==> src/hw/rtl/tpq_pkg.sv <==
// shared types, codes and constants of the three level ticket priority queue
package tpq_pkg;

   localparam int CAPACITY = 16;
   localparam int ID_W     = 34;
   localparam int PRIO_W   = 2;
   localparam int STAMP_W  = 32;
   localparam int COUNT_W  = 5;

   typedef enum logic [1:0] {
      CMD_REGISTER = 2'd0,
      CMD_SET_PRIO = 2'd1,
      CMD_SERVE    = 2'd2,
      CMD_LOOKUP   = 2'd3
   } cmd_type;

   typedef enum logic [2:0] {
      ST_OK        = 3'd0,
      ST_DUP       = 3'd1,
      ST_NOT_FOUND = 3'd2,
      ST_EMPTY     = 3'd3,
      ST_FULL      = 3'd4,
      ST_BAD_PRIO  = 3'd5
   } status_type;

   localparam logic [PRIO_W-1:0] PRIO_LOW     = 2'd2;
   localparam logic [PRIO_W-1:0] PRIO_INVALID = 2'd3;

   typedef struct packed {
      cmd_type             command;
      logic [ID_W-1:0]     ticket_id;
      logic [PRIO_W-1:0]   new_priority;
   } req_type;

   typedef struct packed {
      status_type          status;
      logic [ID_W-1:0]     found_id;
      logic [PRIO_W-1:0]   found_priority;
      logic [STAMP_W-1:0]  found_stamp;
      logic [COUNT_W-1:0]  waiting_count;
   } rsp_type;

   typedef struct packed {
      logic [ID_W-1:0]     id;
      logic [PRIO_W-1:0]   prio;
      logic [STAMP_W-1:0]  stamp;
   } entry_type;

   typedef struct packed {
      logic start;
      logic issue;
      logic commit;
   } ctl_cmd_type;

   typedef struct packed {
      logic scan_last;
      logic rsp_free;
   } dp_status_type;

endpackage

==> src/hw/rtl/tpq_controller.sv <==
// command sequencer: accept, table scan, finish and commit steps
module tpq_controller (
   input  logic                   clock,
   input  logic                   reset,
   input  logic                   req_valid,
   output logic                   req_stall,
   input  tpq_pkg::dp_status_type dp_status,
   output tpq_pkg::ctl_cmd_type   ctl_cmd
);

   typedef enum logic [3:0] {
      S_IDLE   = 4'b0001,
      S_SCAN   = 4'b0010,
      S_FINISH = 4'b0100,
      S_COMMIT = 4'b1000
   } state_type;

   state_type state_ff, state_in;

   always_comb begin
      state_in       = state_ff;
      ctl_cmd.start  = 1'b0;
      ctl_cmd.issue  = 1'b0;
      ctl_cmd.commit = 1'b0;
      unique case (state_ff)
         S_IDLE: begin
            if (req_valid) begin
               ctl_cmd.start = 1'b1;
               state_in      = S_SCAN;
            end
         end
         S_SCAN: begin
            ctl_cmd.issue = 1'b1;
            if (dp_status.scan_last) begin
               state_in = S_FINISH;
            end
         end
         S_FINISH: begin
            state_in = S_COMMIT;
         end
         S_COMMIT: begin
            if (dp_status.rsp_free) begin
               ctl_cmd.commit = 1'b1;
               state_in       = S_IDLE;
            end
         end
         default: begin
            state_in = S_IDLE;
         end
      endcase
   end

   assign req_stall = (state_ff != S_IDLE);

   always_ff @(posedge clock) begin
      if (reset) begin
         state_ff <= S_IDLE;
      end else begin
         state_ff <= state_in;
      end
   end

endmodule

==> src/hw/rtl/tpq_datapath.sv <==
// ticket table memory, scan trackers, commit logic and response register
module tpq_datapath #(
   parameter int CAPACITY = tpq_pkg::CAPACITY
) (
   input  logic                   clock,
   input  logic                   reset,
   input  tpq_pkg::ctl_cmd_type   ctl_cmd,
   output tpq_pkg::dp_status_type dp_status,
   input  tpq_pkg::req_type       req_word,
   output logic                   rsp_valid,
   input  logic                   rsp_stall,
   output tpq_pkg::rsp_type       rsp_word
);

   localparam int IW = $clog2(CAPACITY);
   localparam int CW = $clog2(CAPACITY + 1);

   tpq_pkg::entry_type mem [CAPACITY];

   tpq_pkg::req_type   req_ff;
   logic [IW-1:0]      scan_ff;
   tpq_pkg::entry_type rd_entry_ff;
   logic               rd_valid_ff;
   logic               rd_live_ff;
   logic [IW-1:0]      rd_idx_ff;

   logic               match_hit_ff, match_hit_in;
   tpq_pkg::entry_type match_entry_ff;
   logic [IW-1:0]      rd_idx_match_ff;
   logic               free_hit_ff, free_hit_in;
   logic [IW-1:0]      free_idx_ff;
   logic               best_hit_ff, best_hit_in;
   logic [IW-1:0]      best_idx_ff;
   tpq_pkg::entry_type best_entry_ff;

   logic [CAPACITY-1:0] valid_ff, valid_in;
   logic [CW-1:0]       count_ff, count_in;
   logic [tpq_pkg::STAMP_W-1:0] arrival_ff, arrival_in;
   tpq_pkg::rsp_type    rsp_ff, rsp_in;
   logic                rsp_valid_ff, rsp_valid_in;

   logic                        rd_match, rd_free, rd_better, rd_older;
   logic [tpq_pkg::STAMP_W-1:0] stamp_diff;
   logic                        do_write, set_valid, clr_valid;
   tpq_pkg::entry_type          wr_entry;
   logic [IW-1:0]               wr_idx;

   // scan evaluation of the entry read in the previous cycle
   assign stamp_diff = rd_entry_ff.stamp - best_entry_ff.stamp;
   assign rd_older   = stamp_diff[tpq_pkg::STAMP_W-1];
   assign rd_match   = rd_live_ff && rd_valid_ff && !match_hit_ff
                       && (rd_entry_ff.id == req_ff.ticket_id);
   assign rd_free    = rd_live_ff && !rd_valid_ff && !free_hit_ff;
   assign rd_better  = rd_live_ff && rd_valid_ff
                       && (!best_hit_ff || (rd_entry_ff.prio < best_entry_ff.prio)
                           || ((rd_entry_ff.prio == best_entry_ff.prio) && rd_older));

   assign match_hit_in = ctl_cmd.start ? 1'b0 : (match_hit_ff || rd_match);
   assign free_hit_in  = ctl_cmd.start ? 1'b0 : (free_hit_ff || rd_free);
   assign best_hit_in  = ctl_cmd.start ? 1'b0 : (best_hit_ff || rd_better);

   // command decode at commit
   always_comb begin
      rsp_in           = '0;
      rsp_in.status    = tpq_pkg::ST_OK;
      do_write         = 1'b0;
      set_valid        = 1'b0;
      clr_valid        = 1'b0;
      wr_idx           = free_idx_ff;
      wr_entry.id      = req_ff.ticket_id;
      wr_entry.prio    = tpq_pkg::PRIO_LOW;
      wr_entry.stamp   = arrival_ff;
      count_in         = count_ff;
      arrival_in       = arrival_ff;
      unique case (req_ff.command)
         tpq_pkg::CMD_REGISTER: begin
            if (match_hit_ff) begin
               rsp_in.status = tpq_pkg::ST_DUP;
            end else if (!free_hit_ff) begin
               rsp_in.status = tpq_pkg::ST_FULL;
            end else begin
               do_write   = 1'b1;
               set_valid  = 1'b1;
               count_in   = count_ff + 1'b1;
               arrival_in = arrival_ff + 1'b1;
            end
         end
         tpq_pkg::CMD_SET_PRIO: begin
            if (!match_hit_ff) begin
               rsp_in.status = tpq_pkg::ST_NOT_FOUND;
            end else if (req_ff.new_priority == tpq_pkg::PRIO_INVALID) begin
               rsp_in.status = tpq_pkg::ST_BAD_PRIO;
            end else begin
               do_write       = 1'b1;
               wr_idx         = rd_idx_match_ff;
               wr_entry.prio  = req_ff.new_priority;
               wr_entry.stamp = match_entry_ff.stamp;
            end
         end
         tpq_pkg::CMD_SERVE: begin
            if (!best_hit_ff) begin
               rsp_in.status = tpq_pkg::ST_EMPTY;
            end else begin
               clr_valid             = 1'b1;
               count_in              = count_ff - 1'b1;
               rsp_in.found_id       = best_entry_ff.id;
               rsp_in.found_priority = best_entry_ff.prio;
               rsp_in.found_stamp    = best_entry_ff.stamp;
            end
         end
         tpq_pkg::CMD_LOOKUP: begin
            if (count_ff == '0) begin
               rsp_in.status = tpq_pkg::ST_EMPTY;
            end else if (!match_hit_ff) begin
               rsp_in.status = tpq_pkg::ST_NOT_FOUND;
            end else begin
               rsp_in.found_id       = match_entry_ff.id;
               rsp_in.found_priority = match_entry_ff.prio;
               rsp_in.found_stamp    = match_entry_ff.stamp;
            end
         end
         default: begin
            rsp_in.status = tpq_pkg::ST_OK;
         end
      endcase
      rsp_in.waiting_count = tpq_pkg::COUNT_W'(count_in);
   end

   always_comb begin
      valid_in = valid_ff;
      if (ctl_cmd.commit && set_valid) begin
         valid_in[free_idx_ff] = 1'b1;
      end
      if (ctl_cmd.commit && clr_valid) begin
         valid_in[best_idx_ff] = 1'b0;
      end
   end

   assign rsp_valid_in = ctl_cmd.commit || (rsp_valid_ff && rsp_stall);

   assign dp_status.scan_last = (scan_ff == IW'(CAPACITY - 1));
   assign dp_status.rsp_free  = !rsp_valid_ff || !rsp_stall;

   assign rsp_valid = rsp_valid_ff;
   assign rsp_word  = rsp_ff;

   // control registers
   always_ff @(posedge clock) begin
      if (reset) begin
         valid_ff     <= '0;
         count_ff     <= '0;
         arrival_ff   <= '0;
         rsp_valid_ff <= 1'b0;
         rd_live_ff   <= 1'b0;
         match_hit_ff <= 1'b0;
         free_hit_ff  <= 1'b0;
         best_hit_ff  <= 1'b0;
      end else begin
         rsp_valid_ff <= rsp_valid_in;
         rd_live_ff   <= ctl_cmd.issue;
         match_hit_ff <= match_hit_in;
         free_hit_ff  <= free_hit_in;
         best_hit_ff  <= best_hit_in;
         if (ctl_cmd.commit) begin
            valid_ff   <= valid_in;
            count_ff   <= count_in;
            arrival_ff <= arrival_in;
         end
      end
   end

   // table memory and payload registers
   always_ff @(posedge clock) begin
      if (ctl_cmd.commit && do_write) begin
         mem[wr_idx] <= wr_entry;
      end
      rd_entry_ff <= mem[scan_ff];
      rd_valid_ff <= valid_ff[scan_ff];
      rd_idx_ff   <= scan_ff;
      if (ctl_cmd.start) begin
         req_ff  <= req_word;
         scan_ff <= '0;
      end else if (ctl_cmd.issue) begin
         scan_ff <= scan_ff + 1'b1;
      end
      if (rd_match) begin
         match_entry_ff  <= rd_entry_ff;
         rd_idx_match_ff <= rd_idx_ff;
      end
      if (rd_free) begin
         free_idx_ff <= rd_idx_ff;
      end
      if (rd_better) begin
         best_entry_ff <= rd_entry_ff;
         best_idx_ff   <= rd_idx_ff;
      end
      if (ctl_cmd.commit) begin
         rsp_ff <= rsp_in;
      end
   end

   a_count_tracks_valid: assert property (@(posedge clock) disable iff (reset)
      $countones(valid_ff) == count_ff)
      else $error("held count differs from valid bits");

   a_commit_needs_free_output: assert property (@(posedge clock) disable iff (reset)
      ctl_cmd.commit |-> dp_status.rsp_free)
      else $error("commit while response register is occupied");

   a_commit_gives_response: assert property (@(posedge clock) disable iff (reset)
      ctl_cmd.commit |=> rsp_valid_ff)
      else $error("commit without response");

   a_table_stable_between_commits: assert property (@(posedge clock) disable iff (reset)
      !ctl_cmd.commit |=> ($stable(valid_ff) && $stable(arrival_ff)))
      else $error("table state changed outside commit");

endmodule

==> src/hw/rtl/three_level_ticket_priority_queue.sv <==
// top level of the three level ticket priority queue with first-come tiebreak
// a command word is accepted only in the idle state; req_stall holds off the next one until commit
// the table is scanned one entry per cycle through a single memory read port, then the commit step
// writes the new or changed entry and loads the response register once that register is free
// reset clears the valid bits, the held count, the arrival counter and the output valid flag
module three_level_ticket_priority_queue #(
   parameter int CAPACITY = tpq_pkg::CAPACITY
) (
   input  logic             clock,
   input  logic             reset,
   input  logic             req_valid,
   output logic             req_stall,
   input  tpq_pkg::req_type req_word,
   output logic             rsp_valid,
   input  logic             rsp_stall,
   output tpq_pkg::rsp_type rsp_word
);

   tpq_pkg::ctl_cmd_type   ctl_cmd;
   tpq_pkg::dp_status_type dp_status;

   tpq_controller u_controller (
      .clock     (clock),
      .reset     (reset),
      .req_valid (req_valid),
      .req_stall (req_stall),
      .dp_status (dp_status),
      .ctl_cmd   (ctl_cmd)
   );

   tpq_datapath #(
      .CAPACITY (CAPACITY)
   ) u_datapath (
      .clock     (clock),
      .reset     (reset),
      .ctl_cmd   (ctl_cmd),
      .dp_status (dp_status),
      .req_word  (req_word),
      .rsp_valid (rsp_valid),
      .rsp_stall (rsp_stall),
      .rsp_word  (rsp_word)
   );

endmodule

==> config.mk <==
export PLATFORM = sky130hd
export DESIGN_NAME = three_level_ticket_priority_queue
export DESIGN_NICKNAME = d
export VERILOG_FILES = /design/src/hw/rtl/tpq_pkg.sv /design/src/hw/rtl/tpq_controller.sv /design/src/hw/rtl/tpq_datapath.sv /design/src/hw/rtl/three_level_ticket_priority_queue.sv
export SDC_FILE = /design/constraint.sdc
export NUM_CORES = 2
export LEC_CHECK = 0
export BUFFER_PORTS_ARGS = -buffer_cell sky130_fd_sc_hd__buf_2
export CAP_MARGIN = 20
export CORE_ASPECT_RATIO = 1.2
export CORE_UTILIZATION = 45
export CTS_CLUSTER_DIAMETER = 60
export CTS_CLUSTER_SIZE = 28
export DETAILED_ROUTE_END_ITERATION = 8
export GPL_TIMING_DRIVEN = 0
export PLACE_DENSITY = 0.62
export SETUP_SLACK_MARGIN = 0.3
export SLEW_MARGIN = 40
export SYNTH_ARGS = -nofsm -noshare
export SYNTH_HDL_FRONTEND = slang
export SYNTH_SLANG_ARGS = --single-unit
==> constraint.sdc <==
create_clock -name clock -period 9.83 [get_ports clock]
set_input_delay 1.966 -clock clock [delete_from_list [all_inputs] [get_ports clock]]
set_output_delay 1.966 -clock clock [all_outputs]
set_load 0.05 [all_outputs]
==> results.md <==
- Outcome: complete, no violations
- WL per Instance: 30.1 um
- Total CTS buffers: 90
- Clock slew at reported path FFs: 100 ps
- RR Startpoint: u_datapath.req_ff[16]$_DFFE_PP_
- Worst Setup EP: u_datapath.mem[2][43]$_DFFE_PP_
- Reg2Reg Depth: 12
- CTS tree: built
- Leak pwr: 0.0198 uW
- Worst setup EP type: register
- Post-synth EDFFs: 1350
- Pre-CTS worst setup slack: 4690 ps
- Slew Limit Fails: 0
- Routed WL: 142000 um
- Largest cells by area after synthesis: edfxtp_1 (73%), mux4_2 (14%), dfxtp_1 (5.0%)
- Cell variety after synth: 55
- Mapped cell area: 55700 sq um
- CP max FO: 15
- Post-CTS Resized: 0
- HP Class: register to register
- Row count: 141
- Post-CTS Setup Bufs: 0
- Residual DRC: 0
- Switch share: 23.0%
- Reg-to-reg critical path endpoint: u_datapath.match_entry_ff[19]$_DFFE_PP_
- Post-route setup slack: 5380 ps
- Internal power consumption: 9100 uW
- MaxCap Viol Count: 0
- Gr usage total: 23.0%
- WP data arrival: 4900 ps
- Worst EP required: 10290 ps
- Final Util: 52.6%
- DPL Wire Length: 96900 um
- # diodes: 0
- Comb power frac: 4.1%
- Slew Limit Headroom: 38.9%
- Initial Util: 45.3%
- Vias: 27691
- Area growth syn-to-layout: 16.3%
- RePlAce Congestion: 0.812
- Core area: 123000 sq um
- Die W: 323 um
- Initial antenna violation count: 2
- Hold-fix buffers, CTS: 0
- Worst hold margin: 354 ps
- Crit path from: rsp_stall
- Die footprint: 125000 sq um
- Final setup vio count: 0
- Root Driver: clkbuf_16
- Post-synthesis async set-or-reset flop share: 0%
- Fin Setup TNS: 0 ps
- Worst-Margin Slew: 916 ps
- CP Class: input port to register
- Synth Area per Inst: 21.2 sq um
- Min Clock Period, post-route: 4450 ps
- First-pass DRT Iterations: 6
- Sink Count: 1489
- Hold Fails Final Rpt: 0
- Detail Route Antenna Nets: 0
- CTS HTree Levels: 3
- Synth warn: 0
- Io pins: 120
- Die Ht: 387 um
- Clk pwr share: 36.6%
- Total gr overflow: 0
- Total power: 11800 uW
- First-pass GRT wire length: 202000 um
- Clock skew: 45.8 ps
- Input/output buffers: 118
- Startpoint Class: input port
- Clk buf depth: 3
- Syn Inst Count: 2627
- PD cells: 183 nW/um^2
- Share of post-route cells with drive strength above 1: 29.0%
- Area fraction of the dominant cell type after synthesis: 72.8%
- RSZ-0062 raised after global routing: false
- Cell taking the most area after synthesis: edfxtp_1
- Switching Power: 2720 uW
- Final nets: 3066
- Worst VDD drop: 0.000251 V
- Synth Net Count: 2706
- R2r setup slk: 5400 ps
- Period utilization: 45.2%
- Vias in the first global route: 28175
- DRT iter0 DRCs: 3665
- Primary FF master, synth: edfxtp_1
- Fmax achieved: 0.225 GHz
- Drt via density: 5.88
- Seq pwr share: 59.3%
- Sequential area share after synthesis: 77.8%
- Clk_lat worst skew: 750 ps
- Pin count of the biggest net entering global routing: 30
- Synthesized flop and latch total: 1489
worst max-delay path, stage by stage:
cell      delay [ps]
buf_2            150
and2_1           150
clkbuf_1         280
nor2_4           270
buf_16           180
buf_16           170
nand3b_1         360
nor2_4           610
buf_16           230
buf_16           160
buf_8            160
buf_8            170
cell families (layout without fill, tap and decap cells):
kind of cell / Yosys count / count (layout) / synth area share, %
buffers and inverters: 165 / 602 / 1.14
multiplexers: 350 / 350 / 14.1
AND/OR/NAND/NOR: 344 / 344 / 3.03
AO/OA/AOI/OAI: 172 / 172 / 2.01
flip-flops: 1489 / 1489 / 77.8
adder cells (fa/ha/maj): 37 / 37 / 0.832
XOR/XNOR: 70 / 70 / 1.10
how the worst min path moves through the flow:
stage / cells after the start / start / end / slack, ps
global route: 0 / u_datapath.scan_ff[2]$_SDFFE_PP0P_ / u_datapath.rd_idx_ff[2]$_DFF_P_ / 360
CTS: 0 / u_datapath.scan_ff[3]$_SDFFE_PP0P_ / u_datapath.rd_idx_ff[3]$_DFF_P_ / 360
detailed placement: 0 / u_datapath.scan_ff[3]$_SDFFE_PP0P_ / u_datapath.rd_idx_ff[3]$_DFF_P_ / 340
global placement: 0 / u_datapath.scan_ff[3]$_SDFFE_PP0P_ / u_datapath.rd_idx_ff[3]$_DFF_P_ / 330
floorplan: 0 / u_datapath.scan_ff[2]$_SDFFE_PP0P_ / u_datapath.rd_idx_ff[2]$_DFF_P_ / 330
finish: 0 / u_datapath.scan_ff[3]$_SDFFE_PP0P_ / u_datapath.rd_idx_ff[3]$_DFF_P_ / 350
cells in the final DEF, fill, tap and decap left out, types with 37 or more instances in the layout:
cell type  netlist  layout
edfxtp_1      1350    1350
clkbuf_2         0      50
dfxtp_1        139     139
clkbuf_1        89      44
xnor2_1         51      51
inv_1           46      46
o21ai_0         49      45
buf_16           0      70
ha_1            37      37
nand2_1        149     149
mux4_2         345     345
a22o_1          37      37
buf_2            4     162
clkbuf_16        0      90
nor2_1          64      51
buf_8            0      46
Yosys cell counts (all sizes together), types with 14 or more instances:
master  instances
a211oi         14
ha             37
a21oi          38
xnor2          51
mux4          345
a22o           37
nand4          20
o21ai          49
nor3           23
xor2           19
inv            46
buf            30
clkbuf         89
nand2         149
dfxtp         139
nand3          18
nor2           65
edfxtp       1350
metrics by stage:
step                      std cells  instance area [sq um]
after CTS                      4708                  64700
final                          4708                  64700
after global placement         4389                  58300
after floorplan                2627                  55700
after global routing           4708                  64700
after detailed placement       4539                  61400
layout make-up:
type	instances	area, sq um
Fill cell	9431	58300
Sequential cell	1489	43300
Timing Repair Buffer	268	3470
Clock inverter	72	958
Tap cell	1644	2060
Buffer	119	553
Multi-Input combinational cell	973	11900
Inverter	46	173
Clock buffer	97	2290
power by group through the flow:
stage	Sequential, uW	Clock [uW]	Combinational, uW
after floorplan	7110	0	336
after global placement	7140	0	488
after detailed placement	7150	0	497
after CTS	7000	4400	498
after global routing	7020	4620	519
final	7000	4330	486
state kept, by name, summed over array words and instances, names as in the netlist, 4 cells and up:
signal and count:
u_datapath.scan_ff 4, u_datapath.match_entry_ff 68, u_datapath.mem 1088, u_datapath.free_idx_ff 4, u_datapath.count_ff 5, u_controller.state_ff 4, u_datapath.best_entry_ff 68, u_datapath.req_ff 38
u_datapath.arrival_ff 32, u_datapath.rd_idx_match_ff 4, u_datapath.valid_ff 16, u_datapath.rd_idx_ff 4, u_datapath.rsp_word 76, u_datapath.rd_entry_ff 68, u_datapath.best_idx_ff 4
per-layer routing:
layer / up-vias / GRT usage (%) / share of wire (%)
met1: 14762 / 30.9 / 39
met4: 0 / 7.20 / 2.8
li1: 11476 / - / -
met3: 204 / 3.49 / 7.0
met5: - / 0 / 0
met2: 1249 / 38.7 / 51
Note: power is estimated with default switching activity, not from simulation.
